**src/rld_pkg.sv**
```systemverilog
`timescale 1ns / 1ps
// Shared types and constants for the run-list decoder.
// No dependencies; the interfaces and the core import this package.
package rld_pkg;

   localparam int unsigned MAX_FIELD_BYTES = 8;
   localparam int unsigned BYTE_W          = 8;
   localparam int unsigned WORD_W          = 64;
   localparam int unsigned COUNT_W         = 16;

   localparam logic [BYTE_W-1:0] END_OF_LIST_BYTE = 8'h00;

   typedef logic [BYTE_W-1:0]  byte_type;
   typedef logic [WORD_W-1:0]  word_type;
   typedef logic [COUNT_W-1:0] count_type;

   typedef enum logic [1:0] {
      STATUS_RUN = 2'd0,
      STATUS_END = 2'd1,
      STATUS_BAD = 2'd2
   } status_type;

   typedef enum logic [2:0] {
      PHASE_HEADER = 3'b001,
      PHASE_OFFSET = 3'b010,
      PHASE_LENGTH = 3'b100
   } phase_type;

endpackage

```
**src/rld_if.sv**
```systemverilog
`timescale 1ns / 1ps
// Valid/ready channel interfaces for the run-list decoder.
// Depends on rld_pkg for payload types.
interface rld_req_if;
   import rld_pkg::*;

   logic     valid;
   logic     ready;
   byte_type stream_byte;

   modport source (output valid, output stream_byte, input ready);
   modport sink   (input valid, input stream_byte, output ready);
endinterface

interface rld_rsp_if;
   import rld_pkg::*;

   logic       valid;
   logic       ready;
   status_type status;
   word_type   run_offset;
   word_type   run_length;
   count_type  runs_seen;

   modport source (output valid, output status, output run_offset, output run_length,
                   output runs_seen, input ready);
   modport sink   (input valid, input status, input run_offset, input run_length,
                   input runs_seen, output ready);
endinterface

```
**src/run_list_decoder_core.sv**
```systemverilog
`timescale 1ns / 1ps
// Run-list decoder core: parses header and field bytes into absolute runs.
// Depends on rld_pkg and the channel interfaces in rld_if.sv.
//
// Usage:
//   req_chan carries one stream byte per transfer. A header byte gives the
//   delta-field size (high nibble) and length-field size (low nibble), each
//   1 to 8 bytes, little-endian. rsp_chan carries one result for each run
//   completed by its last length byte, for an end-of-list byte (0x00 in
//   header position) and for a malformed header; other bytes give no result.
//   Latency: a result is valid in the cycle after the byte that causes it.
//   Throughput: one byte per cycle while req_chan.ready is high. The offset
//   add is done when the last delta byte arrives and the next-base add when
//   the last length byte arrives, so each cycle holds a single 64-bit add.
//   A single output register holds the result; req_chan.ready drops only
//   while that register is full and rsp_chan.ready is low, and returns in
//   the same cycle the receiver takes the result.
//   Reset (synchronous, active high) empties the output register and starts
//   a new list with a zero base and a zero run count.
module run_list_decoder_core (
   input  logic         clock,
   input  logic         reset,
   rld_req_if.sink      req_chan,
   rld_rsp_if.source    rsp_chan
);
   import rld_pkg::*;

   phase_type  phase_ff, phase_in;
   logic [3:0] bytes_left_ff, bytes_left_in;
   logic [2:0] byte_pos_ff, byte_pos_in;
   logic [3:0] pend_len_ff, pend_len_in;
   word_type   delta_ff, delta_in;
   word_type   length_ff, length_in;
   word_type   base_ff, base_in;
   count_type  count_ff, count_in;

   logic       rsp_valid_ff;
   status_type status_ff, status_in;
   word_type   run_offset_ff, run_offset_in;
   word_type   run_length_ff, run_length_in;
   count_type  runs_seen_ff, runs_seen_in;
   logic       emit;

   logic       accept;
   byte_type   in_byte;
   word_type   shifted;
   word_type   delta_merge;
   word_type   length_merge;
   logic [3:0] bytes_left_dec;
   logic [3:0] off_nibble;
   logic [3:0] len_nibble;
   logic       bad_header;
   count_type  count_inc;

   assign req_chan.ready = !rsp_valid_ff || rsp_chan.ready;
   assign accept         = req_chan.valid && req_chan.ready;
   assign in_byte        = req_chan.stream_byte;

   assign shifted        = word_type'(in_byte) << {byte_pos_ff, 3'b000};
   assign delta_merge    = delta_ff | shifted;
   assign length_merge   = length_ff | shifted;
   assign bytes_left_dec = bytes_left_ff - 4'd1;
   assign off_nibble     = in_byte[7:4];
   assign len_nibble     = in_byte[3:0];
   assign bad_header     = (off_nibble == 4'd0) || (len_nibble == 4'd0)
                        || (off_nibble > 4'(MAX_FIELD_BYTES))
                        || (len_nibble > 4'(MAX_FIELD_BYTES));
   assign count_inc      = (count_ff == '1) ? count_ff : count_ff + count_type'(1);

   always_comb begin
      phase_in      = phase_ff;
      bytes_left_in = bytes_left_ff;
      byte_pos_in   = byte_pos_ff;
      pend_len_in   = pend_len_ff;
      delta_in      = delta_ff;
      length_in     = length_ff;
      base_in       = base_ff;
      count_in      = count_ff;
      emit          = 1'b0;
      status_in     = STATUS_RUN;
      run_offset_in = '0;
      run_length_in = '0;
      runs_seen_in  = count_ff;

      unique case (phase_ff)
         PHASE_OFFSET: begin
            byte_pos_in   = byte_pos_ff + 3'd1;
            bytes_left_in = bytes_left_dec;
            if (bytes_left_dec != 4'd0) begin
               delta_in = delta_merge;
            end else begin
               // Delta complete: hold the absolute offset in the delta register
               phase_in      = PHASE_LENGTH;
               byte_pos_in   = 3'd0;
               bytes_left_in = pend_len_ff;
               delta_in      = base_ff + delta_merge;
            end
         end
         PHASE_LENGTH: begin
            byte_pos_in   = byte_pos_ff + 3'd1;
            bytes_left_in = bytes_left_dec;
            if (bytes_left_dec != 4'd0) begin
               length_in = length_merge;
            end else begin
               emit          = 1'b1;
               status_in     = STATUS_RUN;
               run_offset_in = delta_ff;
               run_length_in = length_merge;
               runs_seen_in  = count_inc;
               base_in       = delta_ff + length_merge;
               count_in      = count_inc;
               phase_in      = PHASE_HEADER;
               byte_pos_in   = 3'd0;
               delta_in      = '0;
               length_in     = '0;
               pend_len_in   = 4'd0;
            end
         end
         default: begin
            // Header position
            if (in_byte == END_OF_LIST_BYTE || bad_header) begin
               emit          = 1'b1;
               status_in     = (in_byte == END_OF_LIST_BYTE) ? STATUS_END : STATUS_BAD;
               phase_in      = PHASE_HEADER;
               bytes_left_in = 4'd0;
               byte_pos_in   = 3'd0;
               pend_len_in   = 4'd0;
               delta_in      = '0;
               length_in     = '0;
               base_in       = '0;
               count_in      = '0;
            end else begin
               phase_in      = PHASE_OFFSET;
               bytes_left_in = off_nibble;
               pend_len_in   = len_nibble;
               byte_pos_in   = 3'd0;
               delta_in      = '0;
               length_in     = '0;
            end
         end
      endcase
   end

   always_ff @(posedge clock) begin
      if (reset) begin
         phase_ff      <= PHASE_HEADER;
         bytes_left_ff <= 4'd0;
         byte_pos_ff   <= 3'd0;
         pend_len_ff   <= 4'd0;
         delta_ff      <= '0;
         length_ff     <= '0;
         base_ff       <= '0;
         count_ff      <= '0;
      end else if (accept) begin
         phase_ff      <= phase_in;
         bytes_left_ff <= bytes_left_in;
         byte_pos_ff   <= byte_pos_in;
         pend_len_ff   <= pend_len_in;
         delta_ff      <= delta_in;
         length_ff     <= length_in;
         base_ff       <= base_in;
         count_ff      <= count_in;
      end
   end

   always_ff @(posedge clock) begin
      if (reset) begin
         rsp_valid_ff <= 1'b0;
      end else if (accept && emit) begin
         rsp_valid_ff <= 1'b1;
      end else if (rsp_chan.ready) begin
         rsp_valid_ff <= 1'b0;
      end
   end

   // Load the result register only on a transfer that produces a result
   always_ff @(posedge clock) begin
      if (accept && emit) begin
         status_ff     <= status_in;
         run_offset_ff <= run_offset_in;
         run_length_ff <= run_length_in;
         runs_seen_ff  <= runs_seen_in;
      end
   end

   assign rsp_chan.valid      = rsp_valid_ff;
   assign rsp_chan.status     = status_ff;
   assign rsp_chan.run_offset = run_offset_ff;
   assign rsp_chan.run_length = run_length_ff;
   assign rsp_chan.runs_seen  = runs_seen_ff;

endmodule

```
**src/flat_wrapper.sv**
```systemverilog
// flat-port wrapper written by rule: the top's interface ports become plain ports
module run_list_decoder_core_flat import rld_pkg::*;
  (clock, reset, req_chan_valid, req_chan_stream_byte, req_chan_ready, rsp_chan_valid, rsp_chan_status, rsp_chan_run_offset, rsp_chan_run_length, rsp_chan_runs_seen, rsp_chan_ready);
  rld_req_if req_chan_i ();
  rld_rsp_if rsp_chan_i ();
  input  logic clock;
  input  logic reset;
  input wire logic [$bits(req_chan_i.valid)-1:0] req_chan_valid;
  input wire logic [$bits(req_chan_i.stream_byte)-1:0] req_chan_stream_byte;
  output wire logic [$bits(req_chan_i.ready)-1:0] req_chan_ready;
  output wire logic [$bits(rsp_chan_i.valid)-1:0] rsp_chan_valid;
  output wire logic [$bits(rsp_chan_i.status)-1:0] rsp_chan_status;
  output wire logic [$bits(rsp_chan_i.run_offset)-1:0] rsp_chan_run_offset;
  output wire logic [$bits(rsp_chan_i.run_length)-1:0] rsp_chan_run_length;
  output wire logic [$bits(rsp_chan_i.runs_seen)-1:0] rsp_chan_runs_seen;
  input wire logic [$bits(rsp_chan_i.ready)-1:0] rsp_chan_ready;
  assign req_chan_i.valid = req_chan_valid;
  assign req_chan_i.stream_byte = req_chan_stream_byte;
  assign req_chan_ready = req_chan_i.ready;
  assign rsp_chan_valid = rsp_chan_i.valid;
  assign rsp_chan_status = rsp_chan_i.status;
  assign rsp_chan_run_offset = rsp_chan_i.run_offset;
  assign rsp_chan_run_length = rsp_chan_i.run_length;
  assign rsp_chan_runs_seen = rsp_chan_i.runs_seen;
  assign rsp_chan_i.ready = rsp_chan_ready;
  run_list_decoder_core u_core (.clock(clock), .reset(reset), .req_chan(req_chan_i), .rsp_chan(rsp_chan_i));
endmodule
```
**config.mk**
```make
export PLATFORM = sky130hd
export DESIGN_NAME = run_list_decoder_core_flat
export DESIGN_NICKNAME = d
export VERILOG_FILES = /design/src/rld_pkg.sv /design/src/rld_if.sv /design/src/run_list_decoder_core.sv /design/src/flat_wrapper.sv
export SDC_FILE = /design/constraint.sdc
export NUM_CORES = 1
export LEC_CHECK = 0
export BUFFER_PORTS_ARGS = -buffer_cell sky130_fd_sc_hd__buf_2
export CAP_MARGIN = 40
export CORE_MARGIN = 5
export CORE_UTILIZATION = 40
export DETAILED_ROUTE_END_ITERATION = 10
export GPL_TIMING_DRIVEN = 1
export SLEW_MARGIN = 5
export SYNTH_ARGS = -nofsm -noshare
export SYNTH_HDL_FRONTEND = slang
export SYNTH_SLANG_ARGS = --single-unit
```
**constraint.sdc**
```tcl
create_clock -name clock -period 14.6 [get_ports clock]
set_input_delay 2.19 -clock clock [delete_from_list [all_inputs] [get_ports clock]]
set_output_delay 2.19 -clock clock [all_outputs]
set_load 0.005 [all_outputs]
```
# Word-level counts from Yosys, hierarchy flattened
# Cells that the tools add are included.
[word_totals]
ff_bits = 369
inputBits = 12
output_inout_bits = 148
wordCells = 85
[classes]
add_sub_neg = 5
n_lt_le_gt_ge = 2
n_eq_ne = 5
shifts = 1
mux = 31
bitwise = 5
reduce_logical = 23
[op_table]
columns = ["operator", "n"]
rows = [
  ["$pmux W64 S2", 3],
  ["$mux W64", 5],
  ["$add A64 B64 Y64", 2],
  ["$or A64 B64 Y64", 2],
  ["$mux W16", 4],
  ["$shl A8 B6 Y64", 1],
  ["$pmux W16 S2", 1],
  ["$add A16 B1 Y16 const B", 1],
  ["$eq A16 B16 Y1 const B", 1],
  ["$mux W4", 4],
  ["$pmux W4 S2", 2],
  ["$mux W3", 4],
  ["$reduce_and A3 Y1", 3],
  ["$gt A4 B4 Y1 const B", 2],
  ["$logic_not A4 Y1", 2],
  ["$logic_not A8 Y1", 1],
  ["$pmux W3 S2", 1],
  ["$logic_or A1 B1 Y1", 5],
  ["$mux W1", 4],
  ["$mux W2", 2],
  ["$ne A2 B2 Y1 const B", 2],
  ["$reduce_and A2 Y1", 2],
  ["$reduce_and A4 Y1", 1],
  ["$reduce_bool A2 Y1", 2],
  ["11 further kinds", 15],
]

# Logic depth before layout (Yosys ltp)
# Gate-level depths: netlist of the first run.
[logic_depth]
ltp_word = 9
mapped_depth = 17
ltp_nobuf = 14

# Worst setup path before layout of the first run
# OpenSTA, ideal clock, no wires.
[synth_path]
path_type = "in2reg"
start = "input port req_chan_stream_byte[4]"
end = "register u_core.base_ff[47]"
setup_time_ps = 117
t_arrival_ps = 7092
required_ps = 14483
path_slack_ps = 7391
cell_stages = 11
n_path_buf = 2
cell_sequence = "clkbuf_1 -> or3_1 -> xor2_1 -> nand2_1 -> nand3_1 -> nand2_1 -> nand2_1 -> inv_1 -> nor2_1 -> clkbuf_1 -> a22o_1"
[synth_via]
elab_chain_len = 7
word_cells_on_any_way = 14
cone_classes = "add/sub (1); order compare (1); shift (1); mux (2); bitwise (1); reduce/logical (8)"
[synth_lines]
columns = ["item", "line_no", "rtl"]
rows = [
  ["start, declared", "flat_wrapper.sv:9", "input wire logic [$bits(req_chan_i.stream_byte)-1:0] req_chan_stream_byte;"],
  ["parallel branches: the longest is 7 deep, another holds $add A64 B64 Y64", "-", ""],
  ["end signal, assigned", "run_list_decoder_core.sv:161", "base_ff <= base_in;"],
  ["end, declared", "run_list_decoder_core.sv:34", "word_type base_ff, base_in;"],
]
# Several ways; the timed one is not identified. The select of a mux whose other input is x is not followed.
# A chain may end at the register's enable or synchronous reset.

# Worst setup path in the final report of the first run
[layout_path]
start = "input port req_chan_stream_byte[0]"
end = "register u_core.base_ff[61]"
[layout_via]
word_cells_on_any_way = 14
cone_classes = "add/sub (1); order compare (1); shift (1); mux (2); bitwise (1); reduce/logical (8)"
[layout_rtl]
columns = ["item", "line_no", "rtl"]
rows = [
  ["$shl A8 B6 Y64", "run_list_decoder_core.sv:59", "assign shifted = word_type'(in_byte) << {byte_pos_ff, 3'b000};"],
  ["$or A64 B64 Y64", "run_list_decoder_core.sv:61", "assign length_merge = length_ff | shifted;"],
  ["via u_core.length_merge[16]", "run_list_decoder_core.sv:48", "word_type length_merge;"],
  ["$add A64 B64 Y64", "run_list_decoder_core.sv:110", "base_in = delta_ff + length_merge;"],
  ["$mux W64", "run_list_decoder_core.sv:102", "if (bytes_left_dec != 4'd0) begin"],
  ["$pmux W64 S2", "run_list_decoder_core.sv:85", "unique case (phase_ff)"],
]
# The timed path passes the listed nets, and every way through them passes these cells. The select of a mux whose other input is x is not followed.

==> metrics, run 1 <==
outcome completed; ys flop type dfxtp_1; largest net degree at the start of global routing 87; CTS Root Cell clkbuf_16; R2R Path End u_core.base_ff[62]$_SDFFE_PP0P_; Mean Syn Cell Area roughly 8.6 um^2; Clock Sinks 369; GR Util All Layers 24.6%; worst min path class register to register; min Tclk post-route 5810 ps; commonest non-fill, non-tap cell in the layout nor2_1; internal power 1.86 mW; largest cells by area after synthesis dfxtp_1 (20%), edfxtp_1 (19%), ha_1 (8.0%); Crit Path Max Fanout 24; antenna viol nets, final 0; clock power share 47.5%; Peak VDD IR 0.0000657 V; io pins 160; P_leak 11.7 nW; final setup margin 8790 ps; Post-CTS Resized 0; Yosys top cell area share 19.8%; Worst setup EP type register; CTS tree done; EDFF count, synth 146; Flop pwr share between 40% and 50%; Buffers on Ports 159; vias in the first global route 20400; FF+latch count, synth about 370; Worst Hold Path EP u_core.base_ff[59]$_SDFFE_PP0P_; TritonCTS Buffers 44; Setup violations, final 0; arrival time worst endpoint 6260 ps; detailed-route DRC error count 0; area of the core 0.0562 mm^2; post-route non-filler standard cell count approximately 3500; GP Congestion 0.965; Async S/R FF share, synth 0%; sequential-to-total area share from yosys stat 39.2%; final WL 77700 um; diode count 0; max cap viols 0; worst slack, placed 8330 ps; CP cell instances buf_2, buf_4, a21o_1, ha_1, nand4_1, o221a_1, o211ai_1, a2111oi_1, clkdlybuf4s15_2, nor3_1, nor3_2, o31ai_1, nand4_1, mux2i_1; vias per cell around 6; antenna violations before repair 1; Reg clk slew, reported paths 60 ps; Initial Utilization 40.2%; maximum clock rate approximately 170 MHz; Placed Instances 3400; Final Cell Area 0.0257 mm^2; DR WL/cell 22.3 um; synthesized area 0.0226 mm^2; R2R setup slack 9860 ps; Comb pwr share between 7 and 8%; Switching Fraction approximately 25%; Pwr Density 96.1 mW/mm^2; GR Overflow Total 0; post-DP HPWL ~54000 um; Pwr Total 2.47 mW; RSZ-0062 raised after global routing false; # H-tree levels 2; Clock Latency Late Sink 590 ps; die area approximately 0.061 mm^2; worst path bufs/invs 3; detailed-route via count 20800; Slew @ Worst Pin 921 ps; Hold Crit Start u_core.base_ff[59]$_SDFFE_PP0P_; delay-heaviest family, CP compound AO/OA/AOI/OAI gates; clock skew between 20 and 25 ps; chip height 247 um; Slew HR about two fifths; setup TNS 0 ps; Detailed Routing Iterations Pass 1 6; R2R Path Start u_core.byte_pos_ff[0]$_SDFFE_PP0P_; Sw Pwr 611 uW; layout cells sized above 1 11.1%; Area Overhead vs Synth 13.9%; Die Wd 247 um; # hold bufs at CTS 0; Worst path max stage delay 630 ps; final worst path period share 39.8%; synth unique cells 76; clock tree buffer depth 3; site row count 87; Fill cells 5531; WP data required 15050 ps; most frequent cells in the layout nor2_1 (267), dfxtp_1 (223), a21oi_1 (222), nand2_1 (220), a21o_1 (165); slowest cell on the critical path o211ai_1; Synth area leader dfxtp_1; setup repair bufs after CTS 0; global-route wire length before repair 119000 um; YS warnings 0; worst r2r path cells 15; Post-Syn Instances 2614; max-slew violation count 0; WS Path Type primary input to register; Post-DP Area roughly 0.024 mm^2; crit start category primary input; Final Hold Viols 0; First DRT Iteration DRCs 1966; post-synthesis net count 2773; worst hold stages 2; Post-layout nets 2849; Crit path top cell by count nand4_1
## worst reg2reg max path: stages (launching register included)
cell,delay (ps)
dfxtp_1,430
nor3_2,190
buf_4,300
a21o_1,190
ha_1,210
fa_1,260
a211oi_1,130
o21a_1,200
a21oi_1,450
o21ai_1,290
a21oi_1,520
a21o_1,360
a21oi_1,200
o31ai_1,570
mux2i_1,250
nand2_1,60
## metal layers
layer  GRT usage (%)  up-vias  part of all wire [%]
met2            39.9      771                    46
met4            8.93        2                   3.8
met1            33.3    10100                    44
li1                -     9789                     -
met3            3.97      163                   6.9
met5               0        -                 0.017
## worst max-delay path by stage
stage                                        from                              end  slack [ps]  cells past startpoint
after detailed placement  req_chan_stream_byte[4]  u_core.base_ff[61]$_SDFFE_PP0P_        8330                     15
after floorplan           req_chan_stream_byte[4]  u_core.base_ff[47]$_SDFFE_PP0P_        7390                     11
final                     req_chan_stream_byte[0]  u_core.base_ff[61]$_SDFFE_PP0P_        8790                     14
after CTS                 req_chan_stream_byte[4]  u_core.base_ff[61]$_SDFFE_PP0P_        8940                     15
after global placement    req_chan_stream_byte[1]  u_core.base_ff[63]$_SDFFE_PP0P_        8030                     13
after global routing      req_chan_stream_byte[0]  u_core.base_ff[61]$_SDFFE_PP0P_        8600                     14
## registers in the layout (all words and copies together) (netlist names), 2 cells and up
signal / count
u_core.base_ff: 64
u_core.delta_ff: 64
u_core.length_ff: 64
u_core.rsp_chan.run_length: 64
u_core.rsp_chan.run_offset: 64
u_core.count_ff: 16
u_core.rsp_chan.runs_seen: 16
u_core.bytes_left_ff: 4
u_core.pend_len_ff: 4
u_core.byte_pos_ff: 3
u_core.phase_ff: 3
u_core.rsp_chan.status: 2
## metrics by stage
step | utilization (%) | hold WS (ps)
final | 45.7 | 463
after global routing | 45.7 | 487
after CTS | 45.7 | 467
after detailed placement | 43.0 | 453
after global placement | 42.7 | 438
after floorplan | - | 428
## synth_stat cells, drive strengths merged, types with 13 or more instances
library cell	count
xor2	52
a21oi	222
and3	151
xnor2	75
clkbuf	159
o21a	24
inv	38
a222oi	14
mux2i	16
nand2b	40
o21ai	163
nand4	30
o21bai	26
a21o	165
edfxtp	146
dfxtp	223
nor3	57
nand2	220
buf	13
nand3	38
ha	145
and2	15
nor2b	16
a211oi	16
nor2	271
a31oi	84
a22oi	45
## power by group through the flow
stage	combinational [mW]	sequential (mW)	clock [mW]
2_1_floorplan	0.0975	1.14	0
3_3_place_gp	0.174	1.14	0
3_5_place_dp	0.181	1.14	0
4_1_cts	0.182	1.11	1.20
5_1_grt	0.198	1.12	1.24
6_report	0.183	1.11	1.17
## cells by family after synthesis
logic type	Yosys count	share of synthesized area (%)
AND/OR/NAND/NOR	881	18.8
XOR/XNOR	127	4.93
buffers and inverters	210	3.52
multiplexers	18	0.810
adder cells (fa/ha/maj)	147	8.22
flip-flops	369	39.2
AO/OA/AOI/OAI	862	24.5
## final cells by class
cell class              count  area (um^2)  area share (%)
inverters                  38          148           0.575
clock buffers              54         1210            4.72
clock inverters            26          314            1.22
well taps                 756          946            3.68
repair buffers            202         1230            4.79
multi-input cells        2035        13000            50.6
flip-flops and latches    369         8850            34.5
Note: power is estimated with default switching activity, not from simulation.
==> run 2, diff against run 1 <==
clock period = 4.8 ns   (was 14.6 ns; I/O delays follow)
==> metrics, run 2 (same netlist as run 1, synthesis figures left out) <==
detailed-route via count 20900 (+0.29%); WS Path Type register to register; maximum clock rate 223 MHz; Slew HR 35.6% (-3.0 points); max cap viols 0 (unchanged); Die Wd 247 um (unchanged); Detailed Routing Iterations Pass 1 8 (+2); site row count 87 (unchanged); post-DP HPWL 54900 um (+1.2%); R2R Path Start u_core.byte_pos_ff[0]$_SDFFE_PP0P_; Worst path max stage delay 570 ps (-60 ps); worst hold stages 2 (unchanged); TritonCTS Buffers 46 (+4.5%); worst path bufs/invs 3 (unchanged); slowest cell on the critical path dfxtp_1; Worst Hold Path EP u_core.length_ff[35]$_SDFFE_PP0P_; setup TNS 0 ps (unchanged); Initial Utilization 40.2% (unchanged); GR Overflow Total 0 (unchanged); CTS Root Cell clkbuf_16; outcome completed; antenna viol nets, final 0 (unchanged); crit start category register; Final Hold Viols 0 (unchanged); largest net degree at the start of global routing 81 (-6.9%); final WL 77300 um (-0.53%); Area Overhead vs Synth 14.7%; worst min path class register to register; Setup violations, final 0 (unchanged); Hold Crit Start u_core.length_ff[35]$_SDFFE_PP0P_; DR WL/cell 22.0 um (-1.6%); GR Util All Layers 24.4% (-0.16 points); vias in the first global route 20200 (-0.95%); vias per cell 5.94 (-0.74%); detailed-route DRC error count 0 (unchanged); RSZ-0062 raised after global routing false; CP cell instances nor3_2, buf_4, a21o_1, ha_1, fa_1, a211oi_1, o21a_1, a21oi_1, o21ai_2, a21oi_1, buf_4, a21o_1, a21oi_1, o31ai_1, buf_4, xnor2_1, o21ai_1; Clock Latency Late Sink 590 ps (about the same); delay-heaviest family, CP compound AO/OA/AOI/OAI gates; area of the core 0.0562 mm^2 (unchanged); final worst path period share 93.6%; # H-tree levels 2 (unchanged); Post-layout nets 2880 (+1.1%); max-slew violation count 0 (unchanged); # hold bufs at CTS 0 (unchanged); Crit Path Max Fanout 24 (unchanged); commonest non-fill, non-tap cell in the layout nor2_1; worst r2r path cells 17 (+2); Reg clk slew, reported paths 60 ps (about the same); GP Congestion 0.930 (-3.6%); clock tree buffer depth 3 (unchanged); WP data required 5260 ps (-9790 ps); min Tclk post-route between 4000 and 5000 ps; R2R setup slack 310 ps (-9550 ps); First DRT Iteration DRCs 2049 (+4.2%); CTS tree done; chip height 247 um (unchanged); clock skew 25.9 ps (+3.27 ps); most frequent cells in the layout nor2_1 (268), dfxtp_1 (223), a21oi_1 (222), nand2_1 (220), a21o_1 (165); R2R Path End u_core.base_ff[58]$_SDFFE_PP0P_; global-route wire length before repair 118000 um (-0.75%); Buffers on Ports 159 (unchanged); post-route non-filler standard cell count 3516 (+1.0%); Clock Sinks 369 (unchanged); P_leak 11.8 nW (+1.1%); arrival time worst endpoint 4960 ps (-1300 ps); layout cells sized above 1 12.0% (+0.91 points); antenna violations before repair 0 (-1); Peak VDD IR 0.000213 V (+220%); Slew @ Worst Pin 966 ps (+45.1 ps); io pins 160 (unchanged); Pwr Density 288 mW/mm^2 (+200%); die area 0.0612 mm^2 (unchanged); Placed Instances 3426 (+0.76%); Worst setup EP type register
run 2: metal layers:
layer	share of wire, %	GRT usage (%)	wire [um]
met5	0	0	0
met4	3.4	8.06	2620
met3	6.0	3.35	4640
met2	45	39.1	34700
met1	46	34.2	35400
run 2: report_power, final:
| part | switching, mW | internal [mW] | total [mW] |
|---|---|---|---|
| Sequential | 0.0356 | 3.35 | 3.39 |
| Clock | 1.44 | 2.05 | 3.49 |
| Combinational | 0.397 | 0.174 | 0.571 |
| Total | 1.87 | 5.58 | 7.45 |
run 2: per-stage QoR:
step / hold slack (ps) / utilization [%] / area (um^2) / power (mW) / setup slack (ps)
after floorplan: 428 / - / 22600 / 3.77 / 0.869
final: 458 / 46.1 / 25900 / 7.45 / 306
after global placement: 438 / 43.2 / 24300 / 4.01 / 76.1
after detailed placement: 445 / 43.3 / 24300 / 4.02 / 68.9
after global routing: 484 / 46.1 / 25900 / 7.72 / 85.9
after CTS: 458 / 46.0 / 25800 / 7.52 / 40.9
run 2: worst max-delay path by stage:
| stage | startpoint | endpoint | cells past startpoint |
|---|---|---|---|
| 2_1_floorplan | req_chan_stream_byte[4] | u_core.base_ff[45]$_SDFFE_PP0P_ | 12 |
| 3_3_place_gp | req_chan_stream_byte[6] | u_core.base_ff[49]$_SDFFE_PP0P_ | 14 |
| 3_5_place_dp | req_chan_stream_byte[4] | u_core.base_ff[49]$_SDFFE_PP0P_ | 14 |
| 4_1_cts | u_core.byte_pos_ff[1]$_SDFFE_PP0P_ | u_core.base_ff[49]$_SDFFE_PP0P_ | 14 |
| 5_1_grt | u_core.byte_pos_ff[0]$_SDFFE_PP0P_ | u_core.base_ff[58]$_SDFFE_PP0P_ | 17 |
| 6_report | u_core.byte_pos_ff[0]$_SDFFE_PP0P_ | u_core.base_ff[58]$_SDFFE_PP0P_ | 17 |
run 2: final cells by class:
type	instances	area (um^2)
Fill cell	5518	30300
Multi-Input combinational cell	2035	13000
Sequential cell	369	8850
Timing Repair Buffer	231	1420
Clock buffer	60	1280
Tap cell	756	946
Clock inverter	25	225
Inverter	38	146
Antenna cell	2	5.00
run 2: repair_timing:
| item | in CTS | in global routing |
|---|---|---|
| setup endpoints to repair | 0 | 4 |
| setup buffers | 0 | 2 |
| gates resized for setup | 0 | 2 |
run 2: tightest hold or removal path: stages, from the launching register on:
cell	delay, ps
dfxtp_1	320
a31oi_1	40
nor2_1	70
==> run 3, diff against run 2 <==
CORE_MARGIN = default   (was 5)
==> metrics, run 3 (same netlist as run 1, synthesis figures left out) <==
Peak VDD IR 0.000229 V (+7.4%); Setup violations, final 0 (unchanged); CTS tree done; max cap viols 0 (unchanged); setup TNS 0 ps (unchanged); worst path bufs/invs 1 (-2); Pwr Density 289 mW/mm^2 (+0.37%); DR WL/cell 22.2 um (+1.1%); vias in the first global route 20200 (-0.12%); GR Util All Layers 27.0% (+2.6 points); CP cell instances nor3_2, buf_12, a21o_1, ha_1, fa_1, a211oi_1, o21a_1, a21oi_1, o21ai_1, a21oi_1, a21o_1, a21oi_1, o31ai_1, mux2i_1, nand2_1; Post-layout nets 2895 (+0.52%); P_leak 11.9 nW (+0.66%); Worst setup startpoint u_core.byte_pos_ff[2]$_SDFFE_PP0P_; GP Congestion 0.985 (+5.9%); worst min path class register to register; worst slack, placed -76.0 ps (-145 ps); global-route wire length before repair 119000 um (+1.1%); Crit Path Max Fanout 24 (unchanged); crit start category register; chip height 239 um (-3.2%); post-DP HPWL 56300 um (+2.6%); clock tree buffer depth 3 (unchanged); io pins 160 (unchanged); Worst path max stage delay 480 ps (-90 ps); arrival time worst endpoint 5000 ps (+40 ps); detailed-route via count 20900 (+0.36%); Clock Sinks 369 (unchanged); Clock Latency Late Sink 600 ps (about the same); final setup margin 255 ps (-50.4 ps); outcome completed; RSZ-0062 raised after global routing false; Die Wd 239 um (-3.2%); First DRT Iteration DRCs 1979 (-3.4%); slowest cell on the critical path a21oi_1; GR Overflow Total 0 (unchanged); capture point of the worst path u_core.base_ff[62]$_SDFFE_PP0P_; most frequent cells in the layout nor2_1 (268), dfxtp_1 (223), a21oi_1 (222), nand2_1 (220), a21o_1 (165); Worst setup EP type register; commonest non-fill, non-tap cell in the layout nor2_1; Switching Fraction 25.0% (-0.094 points); layout cells sized above 1 12.3% (+0.30 points); largest net degree at the start of global routing 86 (+6.2%); hold_ws 458 ps (+0.0720 ps); Pwr Total 7.50 mW (+0.68%); # H-tree levels 2 (unchanged); TritonCTS Buffers 43 (-6.5%); Comb pwr share 7.7% (about the same); Sw Pwr 1.87 mW (+0.30%); min Tclk post-route 4540 ps (+50.4 ps); final WL 78300 um (+1.2%); WP data required 5250 ps (about the same); CTS Root Cell clkbuf_16; Final Util 46.8% (+0.77 points); vias per cell 5.95 (+0.25%); R2R setup slack 260 ps (-50 ps); Reg clk slew, reported paths 70 ps (about the same); antenna viol nets, final 0 (unchanged); R2R Path Start u_core.byte_pos_ff[2]$_SDFFE_PP0P_; max-slew violation count 0 (unchanged); area of the core 0.0554 mm^2 (-1.3%); Crit path top cell by count a21oi_1; WS Path Type register to register; Area Overhead vs Synth 15.1%; Detailed Routing Iterations Pass 1 6 (-2); Slew @ Worst Pin 801 ps (-165 ps); # hold bufs at CTS 0 (unchanged); Crit. path cell count 15 (-2); Post-CTS Resized 0 (unchanged); final worst path period share 94.7% (+1.1 points); die area 0.0573 mm^2 (-6.4%); Final Hold Viols 0 (unchanged); Buffers on Ports 159 (unchanged); worst r2r path cells 15 (-2); delay-heaviest family, CP compound AO/OA/AOI/OAI gates; R2R Path End u_core.base_ff[62]$_SDFFE_PP0P_; Slew HR 46.6% (+11 points); clock skew 39.8 ps (+13.8 ps); internal power 5.63 mW (+0.81%); clock power share 47.1% (+0.3 points); detailed-route DRC error count 0 (unchanged); maximum clock rate 220 MHz (-1.1%); site row count 86 (-1.1%); setup repair bufs after CTS 0 (unchanged); Flop pwr share 45.1% (-0.4 points); Initial Utilization 40.7% (+0.55 points); antenna violations before repair 1 (+1)
run 3: metal layers:
metal | track usage [%] | wire, um
met1 | 36.6 | 34900
met2 | 43.5 | 35500
met3 | 4.13 | 5170
met4 | 9.40 | 2710
met5 | 0 | 0
run 3: layout make-up:
class / count / area [um^2]
flip-flops and latches: 369 / 8850
repair buffers: 249 / 1540
multi-input cells: 2035 / 13000
inverters: 38 / 146
well taps: 748 / 936
fillers: 5399 / 29500
clock buffers: 53 / 1150
diodes: 1 / 2.50
clock inverters: 27 / 335
run 3: worst min-delay path by stage:
stage | endpoint | slack, ps | start | depth (start not counted)
2_1_floorplan | u_core.length_ff[35]$_SDFFE_PP0P_ | 430 | u_core.length_ff[35]$_SDFFE_PP0P_ | 2
3_3_place_gp | u_core.length_ff[62]$_SDFFE_PP0P_ | 440 | u_core.length_ff[62]$_SDFFE_PP0P_ | 2
3_5_place_dp | u_core.length_ff[53]$_SDFFE_PP0P_ | 450 | u_core.length_ff[53]$_SDFFE_PP0P_ | 2
4_1_cts | u_core.length_ff[53]$_SDFFE_PP0P_ | 460 | u_core.length_ff[53]$_SDFFE_PP0P_ | 2
5_1_grt | u_core.length_ff[41]$_SDFFE_PP0P_ | 480 | u_core.length_ff[41]$_SDFFE_PP0P_ | 2
6_report | u_core.length_ff[53]$_SDFFE_PP0P_ | 460 | u_core.length_ff[53]$_SDFFE_PP0P_ | 2
run 3: worst register-to-register path, cell delays in order, from the launching register on:
cell and delay (ps):
dfxtp_1 410, nor3_2 280, buf_12 210, a21o_1 160, ha_1 200, fa_1 250, a211oi_1 130, o21a_1 210
a21oi_1 480, o21ai_1 300, a21oi_1 480, a21o_1 350, a21oi_1 200, o31ai_1 460, mux2i_1 230, nand2_1 60
run 3: power groups by stage:
| stage | combinational, mW | sequential (mW) | clock [mW] |
|---|---|---|---|
| finish | 0.579 | 3.39 | 3.54 |
| floorplan | 0.297 | 3.47 | 0 |
| global route | 0.625 | 3.39 | 3.71 |
| detailed placement | 0.573 | 3.45 | 0 |
| CTS | 0.577 | 3.39 | 3.60 |
| global placement | 0.558 | 3.45 | 0 |
run 3: metrics by stage:
step | cells | instance area [um^2]
6_report | 3520 | 26000
2_1_floorplan | 2614 | 22600
4_1_cts | 3517 | 25900
3_3_place_gp | 3434 | 24400
3_5_place_dp | 3437 | 24400
5_1_grt | 3519 | 25900
